`src/hw/rtl/wet_pkg.sv`:
```
// Shared types and constants for the weighted edge table.
package wet_pkg;

   localparam int unsigned WET_MAX_EDGES = 256;
   localparam int unsigned WET_MAX_NODES = 128;
   localparam int unsigned ID_W          = 32;
   localparam int unsigned WEIGHT_W      = 32;

   typedef enum logic [2:0] {
      REQ_INCREASE = 3'd0,
      REQ_DECREASE = 3'd1,
      REQ_REMOVE   = 3'd2,
      REQ_GET      = 3'd3,
      REQ_SUPPRESS = 3'd4
   } wet_req_code_type;

   typedef enum logic [2:0] {
      STAT_OK        = 3'd0,
      STAT_SAME_NODE = 3'd1,
      STAT_NO_EDGE   = 3'd2,
      STAT_NO_NODE   = 3'd3,
      STAT_FULL      = 3'd4
   } wet_status_type;

   typedef enum logic [2:0] {
      ST_IDLE,
      ST_SCAN,
      ST_APPLY,
      ST_NODE_B,
      ST_RESP
   } wet_state_type;

   typedef struct packed {
      logic [ID_W-1:0]     low_id;
      logic [ID_W-1:0]     high_id;
      logic [WEIGHT_W-1:0] weight;
   } wet_edge_type;

   typedef struct packed {
      logic pair;    // entry holds the requested id pair
      logic touch;   // entry has the first id at either end
      logic node_a;  // node entry equals the first id
      logic node_b;  // node entry equals the second id
   } wet_hit_type;

endpackage

```
`src/hw/rtl/wet_cmp.sv`:
```
// Shared compare unit: matches one edge entry and one node entry against the request keys.
module wet_cmp
   import wet_pkg::*;
(
   input  wet_edge_type    edge_entry,
   input  logic [ID_W-1:0] node_val,
   input  logic [ID_W-1:0] key_lo,
   input  logic [ID_W-1:0] key_hi,
   input  logic [ID_W-1:0] key_a,
   input  logic [ID_W-1:0] key_b,
   output wet_hit_type     hit
);

   // Compare the ordered pair, the touched end and both node ids
   always_comb begin
      hit.pair   = (edge_entry.low_id == key_lo) && (edge_entry.high_id == key_hi);
      hit.touch  = (edge_entry.low_id == key_a) || (edge_entry.high_id == key_a);
      hit.node_a = (node_val == key_a);
      hit.node_b = (node_val == key_b);
   end

endmodule

```
`config.mk`:
```
export PLATFORM = sky130hd
export DESIGN_NAME = wet_cmp
export DESIGN_NICKNAME = d
export VERILOG_FILES = /design/src/hw/rtl/wet_pkg.sv /design/src/hw/rtl/wet_cmp.sv
export SDC_FILE = /design/constraint.sdc
export NUM_CORES = 1
export LEC_CHECK = 0
export ABC_AREA = 1
export BUFFER_PORTS_ARGS = -buffer_cell sky130_fd_sc_hd__buf_4
export CAP_MARGIN = 20
export CORE_AREA = 2 2 100 102
export DETAILED_ROUTE_END_ITERATION = 10
export DIE_AREA = 0 0 102 104
export PLACE_DENSITY = 0.62
export SLEW_MARGIN = 0
export SYNTH_ARGS = -nofsm -noshare
export SYNTH_HDL_FRONTEND = slang
export SYNTH_SLANG_ARGS = --single-unit
```
`constraint.sdc`:
```
create_clock -name vclk -period 2.1
set_clock_uncertainty 0.15 [all_clocks]
set_input_delay 0.315 -clock vclk [all_inputs]
set_output_delay 0.315 -clock vclk [all_outputs]
set_load 0.05 [all_outputs]
```
* Yosys cells after proc, flatten, opt, wreduce, memory -nomap -nowiden
Cells that the tools add are included.
Operators by class: equal/unequal tests 6, reductions and logical operators 2
Operators with widths (count):
- $eq 32x32->1 | 6
- $logic_and 1x1->1 | 1
- $logic_or 1x1->1 | 1
Word-level totals: register bits 0, logic and storage cells 8

* Longest topological paths before layout
depth in word-level cells 2, depth in mapped cells 9, gate-level depth less buffers 9

* Worst setup path before layout
Ideal clock, no wire load.
path kind input-to-output, from input node_val[9], to output hit[0] (netlist name), arrival 1494 ps, data required time 1635 ps, setup slack 141 ps, stages 6, path buffers 0, cells stage by stage or2_1 -> a21oi_1 -> nand2_1 -> nor2_1 -> nand2_1 -> nor2_1
RTL lines:
- start: declaration | line wet_cmp.sv:6 | input logic [ID_W-1:0] node_val,
- end: declaration | line wet_cmp.sv:11 | output wet_hit_type hit

==> impl_table.tex <==
\begin{tabular}{lr}
\hline
Metric & Value \\
\hline
\multicolumn{2}{l}{\textbf{Flow run}} \\
\quad Max-cap viol count & 0 \\
\multicolumn{2}{l}{\textbf{Route}} \\
\quad Remaining antenna violation count after routing & 0 \\
\quad Number of DRC markers in iteration 0 & 33 \\
\quad Post-DR vias/cell & approximately 4.2 \\
\quad Drt total wl & approximately 9300 um \\
\quad Initial DRT Pass Iterations & 5 \\
\quad Average wire per cell in the routed design & about 12 um \\
\quad Drc violations & 0 \\
\quad Total number of vias & about 3200 \\
\multicolumn{2}{l}{\textbf{STA}} \\
\quad Measured slew at the worst slew-check pin & between 0.2 and 0.25 ns \\
\quad TNS Setup & 0 ns \\
\quad Unrepaired setup endpoints after global routing & false \\
\quad Setup violators final & 0 \\
\quad Shortest clock period the worst path allows after layout & around 1.9 ns \\
\quad Max frequency & between 0.5 and 0.6 GHz \\
\quad Relative max-transition margin & between 80\% and 90\% \\
\quad Final worst path period share & between 80\% and 90\% \\
\quad Number of hold violations in the final report & 0 \\
\quad Final-report max-slew violation count & 0 \\
\quad Post-Route Hold Slack & about 1 ns \\
\multicolumn{2}{l}{\textbf{Setup path}} \\
\quad Slowest cell on the critical path & sky130\_fd\_sc\_hd\_\_buf\_4 \\
\quad Required arrival time at the worst endpoint & roughly 1.6 ns \\
\quad Peak fanout along the critical path & 2 \\
\quad Setup CP Type & in2out \\
\quad Endpoint type of the worst setup path & primary output \\
\quad Arrival time reported for the critical path endpoint & approximately 1.4 ns \\
\quad Total number of cells along the worst setup path & 9 \\
\quad Critical path startpoint category & input pin \\
\quad Kind of cell adding the most delay to the critical path & simple AND/OR/NAND/NOR gates \\
\quad WP buf/inv & 2 \\
\quad Largest incremental delay on the critical path & around 0.21 ns \\
\quad Worst-path cell chain & buf\_4 -> xnor2\_1 -> nand2\_1 -> nor2\_1 -> nand2\_1 -> nor2\_1 -> nand2\_1 -> nor2\_1 -> buf\_4 \\
\multicolumn{2}{l}{\textbf{Final layout}} \\
\quad Register area & 0 um2 \\
\quad Number of clock buffers in the layout & 0 \\
\quad Area Overhead vs Synth & 76.5\% \\
\quad Final core utilization & a little under half \\
\quad Count of sequential standard cells & 0 \\
\quad Antenna diode count & 0 \\
\quad Layout cells sized above 1 & 35.9\% \\
\quad Fillers & 1007 \\
\quad Final \#Nets & 893 \\
\quad Count of placed standard cells in the final layout, fillers left out & between 700 and 800 \\
\multicolumn{2}{l}{\textbf{Logic synthesis}} \\
\quad Top cell type's share of synthesized area & 59.3\% \\
\quad Biggest area consumer among synthesized cells & sky130\_fd\_sc\_hd\_\_xnor2\_1 \\
\quad Register area share after synthesis & 0\% \\
\quad Syn\_nets & between 600 and 700 \\
\quad Number of warnings reported in the yosys synthesis log & 0 \\
\quad Post-synthesis instance area & 2450 um2 \\
\quad Cells after synthesis & 407 \\
\quad Cells taking the most area after synthesis & sky130\_fd\_sc\_hd\_\_xnor2\_1 (59\%), sky130\_fd\_sc\_hd\_\_nand2\_1 (20\%), sky130\_fd\_sc\_hd\_\_nor2\_1 (8.4\%) \\
\quad Cell variety after synth & 10 \\
\quad Syn\_area\_per\_cell & approximately 6 um2 \\
\multicolumn{2}{l}{\textbf{Power and ir drop}} \\
\quad Leakage Power & roughly 1.9 nW \\
\quad Reported net switching power & between 0.0003 and 0.0004 W \\
\quad Switching share of total power & between 30 and 40\% \\
\quad Combinational power share & 100.0\% \\
\quad P per Cell Area & $\sim$200 nW/um2 \\
\quad Register share of total power & 0\% \\
\quad Internal & around 0.00053 W \\
\quad Total power consumption of the routed design & approximately 0.00087 W \\
\quad Clock network fraction of design power & 0\% \\
\quad Peak VDD IR & 0.0962 mV \\
\multicolumn{2}{l}{\textbf{Floorplanning}} \\
\quad Std cell rows & 36 \\
\quad Area of the core & about 9500 um2 \\
\quad I/O pin count & 260 \\
\quad Die Height & roughly 100 um \\
\quad Initial cell density of the core & about a quarter \\
\quad Total Die Area & between 10000 and 15000 um2 \\
\quad Horizontal die dimension & $\sim$100 um \\
\multicolumn{2}{l}{\textbf{Status}} \\
\quad Result of the run & finished clean \\
\multicolumn{2}{l}{\textbf{Placed design}} \\
\quad HPWL after detailed placement & about 9000 um \\
\quad Input/output buffers & 228 \\
\quad Inst Count DP & 768 \\
\quad Gp weighted congestion & 0.809 \\
\multicolumn{2}{l}{\textbf{Clock tree}} \\
\quad CTS Hold Buffers Added & 0 \\
\quad Post-cts sizing count & 0 \\
\quad Number of buffers inserted to repair setup after CTS & 0 \\
\multicolumn{2}{l}{\textbf{Min path}} \\
\quad Cells on Worst Hold Path & 7 \\
\quad Worst hold path type & in2out \\
\multicolumn{2}{l}{\textbf{Global route}} \\
\quad Initial antenna violation count & 0 \\
\quad Number of global-route vias before repair & between 3000 and 4000 \\
\quad Pin count of the biggest net entering global routing & 5 \\
\quad Total GRT Usage & approximately 17\% \\
\quad Total grt overflow & 0 \\
\quad Global-route wire length before repair & 14500 um \\
\hline
\end{tabular}
-- layout make-up --
cell class	count	area, um2	share of cell area [%]
inverter	23	86.3	1.99
multi-input combinational	384	2370	54.7
tap	133	166	3.84
timing repair buffer	228	1710	39.5
-- cell usage in the layout (no fill, tap or decap) --
cell type and instances:
sky130_fd_sc_hd__a21oi_1 6, sky130_fd_sc_hd__buf_4 228, sky130_fd_sc_hd__inv_1 23, sky130_fd_sc_hd__nand2_1 129
sky130_fd_sc_hd__nand4_1 12, sky130_fd_sc_hd__nor2_1 55, sky130_fd_sc_hd__nor3_1 2, sky130_fd_sc_hd__or2_0 4
sky130_fd_sc_hd__or2_1 2, sky130_fd_sc_hd__xnor2_1 166, sky130_fd_sc_hd__xor2_1 8
-- power groups by stage --
stage / clock network [W] / logic [W] / registers, W
2_1_floorplan: 0 / 0.000393 / 0
3_3_place_gp: 0 / 0.000861 / 0
3_5_place_dp: 0 / 0.000882 / 0
4_1_cts: 0 / 0.000885 / 0
5_1_grt: 0 / 0.000963 / 0
6_report: 0 / 0.000873 / 0
-- through the flow --
step / cell area, um2 / setup slack [ns]
finish: 4330 / 0.228
global placement: 4330 / 0.248
detailed placement: 4330 / 0.233
floorplan: 2450 / 0.141
global route: 4330 / 0.0518
CTS: 4330 / 0.220
-- cells in the mapped netlist --
master,count
sky130_fd_sc_hd__or2_0,4
sky130_fd_sc_hd__nor2_1,55
sky130_fd_sc_hd__xor2_1,8
sky130_fd_sc_hd__inv_1,23
sky130_fd_sc_hd__nand4_1,12
sky130_fd_sc_hd__nor3_1,2
sky130_fd_sc_hd__nand2_1,129
sky130_fd_sc_hd__or2_1,2
sky130_fd_sc_hd__a21oi_1,6
sky130_fd_sc_hd__xnor2_1,166
-- layer usage --
layer / track usage [%] / vias up / wire length [um]
met5: 0 / - / 0
met4: 1.71 / 0 / 110
met2: 34.3 / 145 / 4920
met3: 1.81 / 10 / 735
li1: - / 1689 / -
met1: 17.9 / 1348 / 3570
-- worst min-delay path, delay by kind of cell --
family,cells,cell delay (ns)
buf+inv,2,0.26
simple gates,4,0.20
xor+xnor,1,0.06
-- path summary, 6_finish.rpt --
| kind | startpoint | endpoint | slack, ns |
|---|---|---|---|
| setup / recovery | edge_entry[65] | hit[3] | 0.23 |
| hold / removal | key_b[14] | hit[0] | 1.00 |
-- cell families (layout without fill, tap and decap cells) --
| logic type | Yosys count | after routing | share of synthesized area, % |
|---|---|---|---|
| AOI/OAI and AO/OA | 6 | 6 | 1.22 |
| xor gates and xnor gates | 174 | 174 | 62.1 |
| buffers and inverters | 23 | 251 | 3.52 |
| and+or+nand+nor | 204 | 204 | 33.1 |
(Power assumes the default switching activity.)
